==> src/design/ple_pkg.sv <==
`default_nettype none
package ple_pkg;

  // list geometry
  localparam int CAPACITY = 64;
  localparam int DATA_W   = 32;
  localparam int POS_W    = 7;
  localparam int MODE_W   = 3;
  localparam int IDX_W    = $clog2(CAPACITY);
  localparam int CNT_W    = $clog2(CAPACITY + 1);
  // common width for position and count compares, one spare bit for count + 1
  localparam int CMP_W    = ((CNT_W > POS_W) ? CNT_W : POS_W) + 1;

  // request codes
  typedef enum logic [MODE_W-1:0] {
    MODE_INSERT = 3'd0,
    MODE_DELETE = 3'd1,
    MODE_READ   = 3'd2,
    MODE_LOCATE = 3'd3,
    MODE_PRED   = 3'd4,
    MODE_SUCC   = 3'd5,
    MODE_CLEAR  = 3'd6
  } mode_t;

  // shift command broadcast to every cell
  typedef enum logic [1:0] {
    CELL_HOLD,
    CELL_INSERT,
    CELL_DELETE
  } cell_cmd_t;

  // compare results a cell captures when an item is taken
  typedef struct packed {
    logic live;      // cell holds a list element
    logic gt;        // live and element greater than key
    logic eq;        // live and element equal to key
    logic at_pos;    // cell sits at the requested position
    logic from_pos;  // cell sits at or after the requested position
  } cell_flags_t;

  typedef struct packed {
    logic [MODE_W-1:0]        mode;
    logic [POS_W-1:0]         position;
    logic signed [DATA_W-1:0] value;
  } req_t;

  typedef struct packed {
    logic                     ok;
    logic signed [DATA_W-1:0] result_value;
    logic [POS_W-1:0]         result_position;
    logic [POS_W-1:0]         length;
    logic                     empty_res;
  } rsp_t;

endpackage
`default_nettype wire

==> src/design/ple_cell.sv <==
`default_nettype none
module ple_cell
  import ple_pkg::*;
(
  input  logic                     clk,
  input  logic [IDX_W-1:0]         idx,
  input  logic                     capture,
  input  logic [CNT_W-1:0]         count,
  input  logic [POS_W-1:0]         position,
  input  logic signed [DATA_W-1:0] key,
  input  cell_cmd_t                cmd,
  input  logic signed [DATA_W-1:0] fill,
  input  logic signed [DATA_W-1:0] left_data,
  input  logic signed [DATA_W-1:0] right_data,
  output logic signed [DATA_W-1:0] data,
  output cell_flags_t              flags
);

  logic [CMP_W-1:0] slot;
  logic [CMP_W-1:0] pos_w;
  cell_flags_t      flags_next;

  // one-based slot number of this cell against the request
  assign slot  = CMP_W'(idx) + CMP_W'(1);
  assign pos_w = CMP_W'(position);

  always_comb begin
    flags_next.live     = CMP_W'(idx) < CMP_W'(count);
    flags_next.gt       = flags_next.live && (data > key);
    flags_next.eq       = flags_next.live && (data == key);
    flags_next.at_pos   = (slot == pos_w);
    flags_next.from_pos = (slot >= pos_w);
  end

  // compare flags are taken along with the item
  always_ff @(posedge clk) begin
    if (capture) begin
      flags <= flags_next;
    end
  end

  // shift toward the tail on insert, toward the head on delete
  always_ff @(posedge clk) begin
    case (cmd)
      CELL_INSERT: begin
        if (flags.at_pos) begin
          data <= fill;
        end else if (flags.from_pos) begin
          data <= left_data;
        end
      end
      CELL_DELETE: begin
        if (flags.from_pos) begin
          data <= right_data;
        end
      end
      default: begin
      end
    endcase
  end

endmodule
`default_nettype wire

==> config.mk <==
export PLATFORM = sky130hd
export DESIGN_NAME = ple_cell
export DESIGN_NICKNAME = d
export VERILOG_FILES = /design/src/design/ple_pkg.sv /design/src/design/ple_cell.sv
export SDC_FILE = /design/constraint.sdc
export NUM_CORES = 1
export LEC_CHECK = 0
export ABC_AREA = 1
export BUFFER_PORTS_ARGS = -buffer_cell sky130_fd_sc_hd__buf_4
export CORE_MARGIN = 1
export CORE_UTILIZATION = 30
export DETAILED_ROUTE_END_ITERATION = 6
export GPL_TIMING_DRIVEN = 0
export PLACE_DENSITY = 0.67
export SETUP_SLACK_MARGIN = 0.1
export SYNTH_ARGS = -nofsm -noshare
export SYNTH_HDL_FRONTEND = slang
export SYNTH_SLANG_ARGS = --single-unit
==> constraint.sdc <==
create_clock -name clk -period 1.8 [get_ports clk]
set_input_delay 0.36 -clock clk [delete_from_list [all_inputs] [get_ports clk]]
set_output_delay 0.36 -clock clk [all_outputs]
set_load 0.01 [all_outputs]
# After elaboration in Yosys (flattened, before gate mapping)
# Index checks and enable logic that the tools add are counted.
# word_totals
ff_bits	37
inputBits	152
output_inout_bits	37
elab_cells	24
# op_classes
addsub	1
n_lt_le_gt_ge	3
eq_ne	6
muxes	4
reduce_logical	4
# op_table
cell	count
2-to-1 mux 32 bit	3
case mux 32 bit (2 select lines)	1
equality test 32 bit	1
> comparator 32 bit	1
adder 6 x 1 -> 7 bit (second input constant)	1
equality test 7 bit	1
>= comparator 7 bit	1
less-than comparator 6 x 7 -> 1 bit	1
inequality test 3 bit (second input constant)	1
AND reduction 3 bit	1
equality test 2 x 1 -> 1 bit (second input constant)	1
equality test 2 bit (second input constant)	1
logical AND 1 bit	2
inequality test 2 bit (second input constant)	1
nonzero test 2 bit	1

# Depth between registers and ports, before layout
# Gate-level depths: netlist of run 1.
# logic_depth
ltp_word	3
ltp_mapped	16
ltp_nobuf	16

# Least setup slack after synthesis of run 1
# OpenSTA, ideal clock, no wires.
# synth_path
path_kind	input port to flip-flop
startpoint	in cmd[0]
endpoint	reg data[0] (enable)
setup_ns	0.387
arrival_time_ns	1.494
required_ns	1.413
slack_ns	-0.080
cell_stages	6
n_path_buf	1
path_cell_list	inv_2 nand2_1 inv_2 buf_2 o21ai_1 inv_1
# synth_via
elab_chain_len	3
elab_cells_between_ends	6
cone_classes	eq/ne: 4; reduce/logical: 2
# synth_rtl
element	line_no	text
start: declaration	ple_cell.sv:11	input cell_cmd_t cmd,
equality test 2 x 1 -> 1 bit / equality test 2 bit (equally long branches)	ple_cell.sv:44	case (cmd)
inequality test 3 bit (no line), or another cell as far along	--	
AND reduction 3 bit (no line) (*)	--	
end signal: assignment	ple_cell.sv:47	data <= fill;
end signal: assignment	ple_cell.sv:49	data <= left_data;
end signal: assignment	ple_cell.sv:54	data <= right_data;
end: declaration	ple_cell.sv:15	output logic signed [DATA_W-1:0] data,
# Every way passes the cells marked *; elsewhere a longest branch is shown, timed or not.
# A chain may end at the register's enable or synchronous reset.

==> results of run 1 <==
-- cells by family (layout without fill, tap and decap cells) --
kind of cell	after synthesis	count (layout)	synth area share, %
simple gates	137	137	18.4
compound gates	95	95	16.3
buf+inv	78	288	9.86
fa+ha+maj	45	45	18.3
flops	37	37	36.0
xor+xnor	4	4	1.14
-- placed cells by master (no fill, tap or decap), drive strengths merged --
cell        n
o21bai      1
nand3       7
o21a        2
edfxtp     37
o211ai      1
xor2        4
clkbuf     10
nand3b      1
a21o        2
ha         45
a21oi      82
clkinvlp    2
buf       211
and3        1
o21ai       7
nand4       2
nor2       47
inv        63
nor3        1
nor3b       1
clkinv      2
nand2      77
-- path summary, 6_finish.rpt --
| kind | startpoint | end | slack [ps] | cells past startpoint |
|---|---|---|---|---|
| hold / removal | capture | flags[1] | 320 | 1 |
| setup / recovery | data[25] | flags[3] | 100 | 9 |
| hold reg to reg | flags[1] | data[29] | 900 | 3 |
| setup reg to reg | data[25] | flags[3] | 100 | 9 |
-- layer usage --
metal | vias to the layer above | wire [um]
met2 | 128 | 5300
li1 | 1730 | -
met3 | 8 | 750
met5 | - | 0
met4 | 0 | 130
met1 | 1562 | 3970
-- power by group --
part           total (mW)  internal (mW)  switching [mW]
Combinational       0.968          0.516           0.452
Clock               0.555          0.262           0.293
Sequential           1.07           1.04          0.0344
Total                2.59           1.81           0.780
-- worst register-to-register path, cell delays in order, from the launching register on --
cell and delay (ps):
edfxtp_1 420, ha_1 310, a21oi_1 140, o21ai_0 90
nand2_1 60, nand2_1 70, a21oi_4 120, nand3_1 100
nand3_2 100, nor2_1 50
-- area by class of cell --
class,count,area [sq um]
Clock inverter,1,3.75
Buffer,13,62.6
Timing Repair inverter,1,7.51
Clock buffer,6,72.6
Fill cell,955,4840
Sequential cell,37,1110
Timing Repair Buffer,202,1530
Inverter,65,248
Multi-Input combinational cell,281,1820
Tap cell,133,166
-- cells in the mapped netlist (2+ instances only) --
| library cell | number |
|---|---|
| nor2_2 | 3 |
| nand2_1 | 75 |
| ha_1 | 45 |
| nand2_2 | 2 |
| o21ai_0 | 3 |
| edfxtp_1 | 37 |
| inv_2 | 7 |
| xor2_1 | 4 |
| a21o_1 | 2 |
| nand3_1 | 7 |
| nor2_1 | 44 |
| clkbuf_1 | 4 |
| a21oi_1 | 81 |
| inv_1 | 57 |
| buf_2 | 9 |
| o21ai_1 | 4 |
-- flip-flops by register name, indices dropped and copies added (netlist names) --
register / cells
flags: 5
data: 32
-- repair_timing --
action | CTS | global route
pin swaps | 3 | 6
setup endpoints to repair | 36 | 7
buffers inserted | 7 | 7
gates cloned | 1 | 0
resized for setup | 9 | 15
-- stage by stage --
step	std cells	TNS, ps	worst slack (ps)	area [sq um]	hold WS, ps
4_1_cts	732	0	66.3	4880	311
3_5_place_dp	717	-17390	-536	4690	619
2_1_floorplan	396	0	104	3110	472
3_3_place_gp	717	-15670	-485	4690	616
6_report	739	0	96.1	5020	316
5_1_grt	739	-13.0	-13.0	5020	311
==> run_results.csv, run 1 <==
group,metric,value,unit
synthesis,synth.largest_area_cell,"edfxtp_1",
floorplanning,start_util,31.3,%
clocking,numCtsBuffers,5,
synthesis,synth.area.top_cells,"edfxtp_1 (36%), ha_1 (18%), a21oi_1 (13%)",
critical_path,cp.arrival,1750,ps
critical_path,crit_chain,"ha_1, a21oi_1, o21ai_0, nand2_1, nand2_1, a21oi_4, nand3_1, nand3_2, nor2_1",
synthesis,async_flop_share,0,%
synthesis,synth_top_area_share,36.0,%
floorplanning,die_height,103,um
timing,period_needed,1700,ps
timing,hold_violations,0,
flow_run,max_cap_viol_count,0,
critical_path,worst-setup-path-type,"reg -> reg",
global_routing,busiest_layer,"met2",
critical_path,cp-end-kind,"flip-flop",
clocking,cts_tree,"yes",
synthesis,synth_cell_types,28,
timing,post-route-period-util,94.7,%
clocking,clk_latency,290,ps
layout,layout-drive-gt1-share,42.2,%
global_routing,antenna_found_initial,0,
synthesis,synth_seq_cells,37,
detailed_routing,first_iter_violations,51,
clocking,cts.clk_slew.worst_paths,80,ps
global_routing,grtUsageMet2,33.5,%
power,p_per_area,516,nW/um^2
global_routing,grt.total_usage,17.9,%
placement,gp_congestion,0.855,
synthesis,syn_inst,396,
placement,port_buffers,188,
timing,fmax,587,MHz
critical_path,path_common_cell,"nand2_1",
detailed_routing,drt_wl_total,10200,um
clocking,cts_buffer_depth,2,
clocking,clock-sinks,37,
global_routing,grt_overflow,0,
power,power_leakage,2.56,nW
layout,nets,803,
synthesis,synth_edf_count,37,
power,total_power,2.59,mW
floorplanning,io_pins,189,
synthesis,synth_nets,593,
run_status,status,"complete, no violations",
global_routing,grt_pass1_vias,3255,
critical_path,cp.required,1850,ps
timing,drv_slew,0,
layout,area_delta_synth_final,62.9,%
synthesis,yosys_warnings,0,
global_routing,grt_max_degree,17,
floorplanning,rows,36,
clocking,cts_root_buf,"clkbuf_8",
placement,dpl.hpwl,8130,um
synthesis,synth_ff_type,"edfxtp_1",
power,peakVddDrop,0.000251,V
critical_path,max_stage_delay,420,ps
layout,antenna-diode-count,0,
timing,rsz0062_at_grt,"yes",
detailed_routing,drt-pass1-iter-count,5,
min_path,hold_path_class,"in -> reg",
detailed_routing,via_per_inst,4.64,
floorplanning,fp.dieW,103,um
critical_path,timing.critical_path.max_delay_family,"flip-flops",
critical_path,path_buf_inv,0,
global_routing,grtUsageMet1,20.0,%
critical_path,startpoint_type,"flip-flop",
detailed_routing,vias,3428,
clocking,cts_htree_levels,2,
layout,fin_util,50.9,%
timing,relSlewSlack,64.0,%
timing,finalClockSkew,9.76,ps
timing,setup_viol,0,
detailed_routing,drc,0,
global_routing,grt.met3_usage,4.57,%
detailed_routing,ant_nets,0,
clocking,cts_hold_buf,0,
floorplanning,die-area,10700,sq um
synthesis,ys_seq_area_share,36.0,%
critical_path,crit_fanout,2,
synthesis,avgSynthCellArea,7.79,sq um
global_routing,grt_first_pass_wirelength,14500,um
detailed_routing,routedWlPerCell,13.7,um
synthesis,syn_area,3080,sq um
floorplanning,coreArea,9860,sq um
timing,worst_pin_slew,540,ps
critical_path,slowest_stage,"edfxtp_1",
No activity file was read; power rests on OpenSTA's default activity.
==> inputs of run 2 (changes only) <==
--- a/config.mk
+++ b/config.mk
@@ -12,6 +12,7 @@
 export DETAILED_ROUTE_END_ITERATION = 6
 export GPL_TIMING_DRIVEN = 0
 export PLACE_DENSITY = 0.67
+export RECOVER_POWER = 25
 export SETUP_SLACK_MARGIN = 0.1
 export SYNTH_ARGS = -nofsm -noshare
 export SYNTH_HDL_FRONTEND = slang
==> run 2 against run 1 <==
Hold slack better by 76 ps; first-iteration DRC count decreased by 3.9%; die area stayed put; clock skew down 1.2 ps; core utilization is 0.84 points lower; cell count is the same; global-route usage unchanged; largest power group unchanged; highest routed layer unchanged.
==> run_results.csv, run 2 (same netlist as run 1, synthesis figures left out) <==
group,metric,value,unit
timing,worst_pin_slew,525,ps
layout,nets,803,
floorplanning,coreArea,9860,sq um
placement,dpl.hpwl,8130,um
global_routing,grt_overflow,0,
detailed_routing,first_iter_violations,49,
layout,antenna-diode-count,0,
layout,seqCellArea,1110,sq um
layout,largest_reg_flops,32,
floorplanning,rows,36,
global_routing,grt_pass1_vias,3255,
global_routing,grt_max_degree,17,
timing,rsz0062_at_grt,"yes",
clocking,cts_tree,"yes",
critical_path,cp.arrival,1750,ps
power,p_int,1.79,mW
detailed_routing,drt_wl_total,10200,um
timing,period_needed,1710,ps
floorplanning,die_height,103,um
detailed_routing,drc,0,
floorplanning,fp.dieW,103,um
global_routing,grt.total_usage,17.9,%
clocking,cts.clk_slew.worst_paths,80,ps
layout,final_common_cell,"buf_4",
power,combPwrFrac,36.7,%
clocking,cts_hold_buf,0,
power,pwr-share-clk,21.7,%
timing,fmax,586,MHz
global_routing,grt_first_pass_wirelength,14500,um
layout,largest_registers,"data (32), flags (5)",
floorplanning,io_pins,189,
flow_run,max_cap_viol_count,0,
detailed_routing,drt-pass1-iter-count,5,
critical_path,cp.required,1850,ps
layout,top_register,"data",
clocking,cts_root_buf,"clkbuf_8",
power,total_power,2.57,mW
power,peakVddDrop,0.000251,V
layout,area_delta_synth_final,60.2,%
critical_path,rrSetupSlack,90,ps
critical_path,crit_fanout,2,
power,seq_power_share,41.6,%
detailed_routing,vias,3440,
power,sw_frac_of_total,30.4,%
min_path,hold_path_class,"in -> reg",
layout,multi_input_area,1820,sq um
clocking,clock-sinks,37,
layout,layout_common_cells,"buf_4 (179), a21oi_1 (78), nand2_1 (72), inv_1 (56), nor2_1 (42)",
floorplanning,start_util,31.3,%
critical_path,worst-setup-path-type,"reg -> reg",
layout,fin_area,4940,sq um
timing,relSlewSlack,65.0,%
clocking,cts_htree_levels,2,
floorplanning,die-area,10700,sq um
power,power_leakage,2.48,nW
timing,timing.hold.ws,392,ps
detailed_routing,ant_nets,0,
detailed_routing,via_per_inst,4.65,
power,p_sw,780,uW
placement,place_area,4690,sq um
detailed_routing,routedWlPerCell,13.7,um
critical_path,cp-end-kind,"flip-flop",
timing,post-route-period-util,94.7,%
critical_path,startpoint_type,"flip-flop",
critical_path,ff2ff_path_depth,9,
power,p_per_area,519,nW/um^2
timing,setup_viol,0,
global_routing,antenna_found_initial,0,
placement,port_buffers,188,
layout,layout-drive-gt1-share,38.6,%
timing,finalClockSkew,8.53,ps
min_path,worstHoldPathCells,3,
clocking,cts_buffer_depth,2,
placement,gp_congestion,0.855,
timing,hold_violations,0,
timing,drv_slew,0,
clocking,numCtsBuffers,5,
layout,n_fill_cell,978,
run_status,status,"complete, no violations",
clocking,clk_latency,290,ps
==> run 2: worst paths after layout <==
check,start,end
hold reg to reg,flags[1],data[29]
hold / removal,right_data[6],data[6]
setup reg to reg,data[27],flags[3]
setup / recovery,data[27],flags[3]
==> run 2: routing by layer <==
metal | routed length (um) | vias to the layer above | track usage [%] | share of wire [%]
met5 | 0 | - | 0 | 0
met4 | 157 | 0 | 4.77 | 1.5
met3 | 767 | 12 | 4.57 | 7.6
met2 | 5280 | 133 | 33.5 | 52
met1 | 3950 | 1562 | 20.0 | 39
li1 | - | 1733 | - | -
==> run 2: what timing repair did <==
| action | 4_1_cts | 5_1_grt |
|---|---|---|
| gates cloned | 1 | 0 |
| setup endpoints to repair | 36 | 7 |
| gates resized for setup | 9 | 15 |
| setup buffers | 7 | 7 |
| pin swaps | 3 | 6 |
==> run 2: final cells by class <==
type,instances,share of cell area [%]
plain buffers,13,1.27
clock buffers,6,1.47
clock inverters,1,0.0759
inverters,65,5.01
multi-input cells,281,36.9
flip-flops and latches,37,22.5
well taps,133,3.37
repair buffers,202,29.3
repair inverters,1,0.152
==> run 2: critical path, stage by stage, from the launching register on <==
cell and delay [ps]:
edfxtp_1 410, ha_1 310, a21oi_1 140, o21ai_0 100
nand2_1 60, nand2_1 70, a21oi_4 120, nand3_1 100
nand3_2 100, nor2_1 50
==> run 2: power groups by stage <==
stage / logic, mW / clock network (mW) / registers (mW)
after floorplan: 0.396 / 0 / 1.11
after global placement: 0.862 / 0 / 1.08
after detailed placement: 0.888 / 0 / 1.09
after CTS: 0.934 / 0.578 / 1.07
after global routing: 1.05 / 0.601 / 1.07
final: 0.942 / 0.556 / 1.07
==> run 2: stage by stage <==
step	TNS (ps)	cells	utilization, %	worst slack (ps)
after floorplan	0	396	-	104
after global placement	-15670	717	47.5	-485
after detailed placement	-17390	717	47.5	-536
after CTS	0	732	49.5	66.3
after global routing	-13.0	739	50.1	-13.0
final	0	739	50.1	94.9
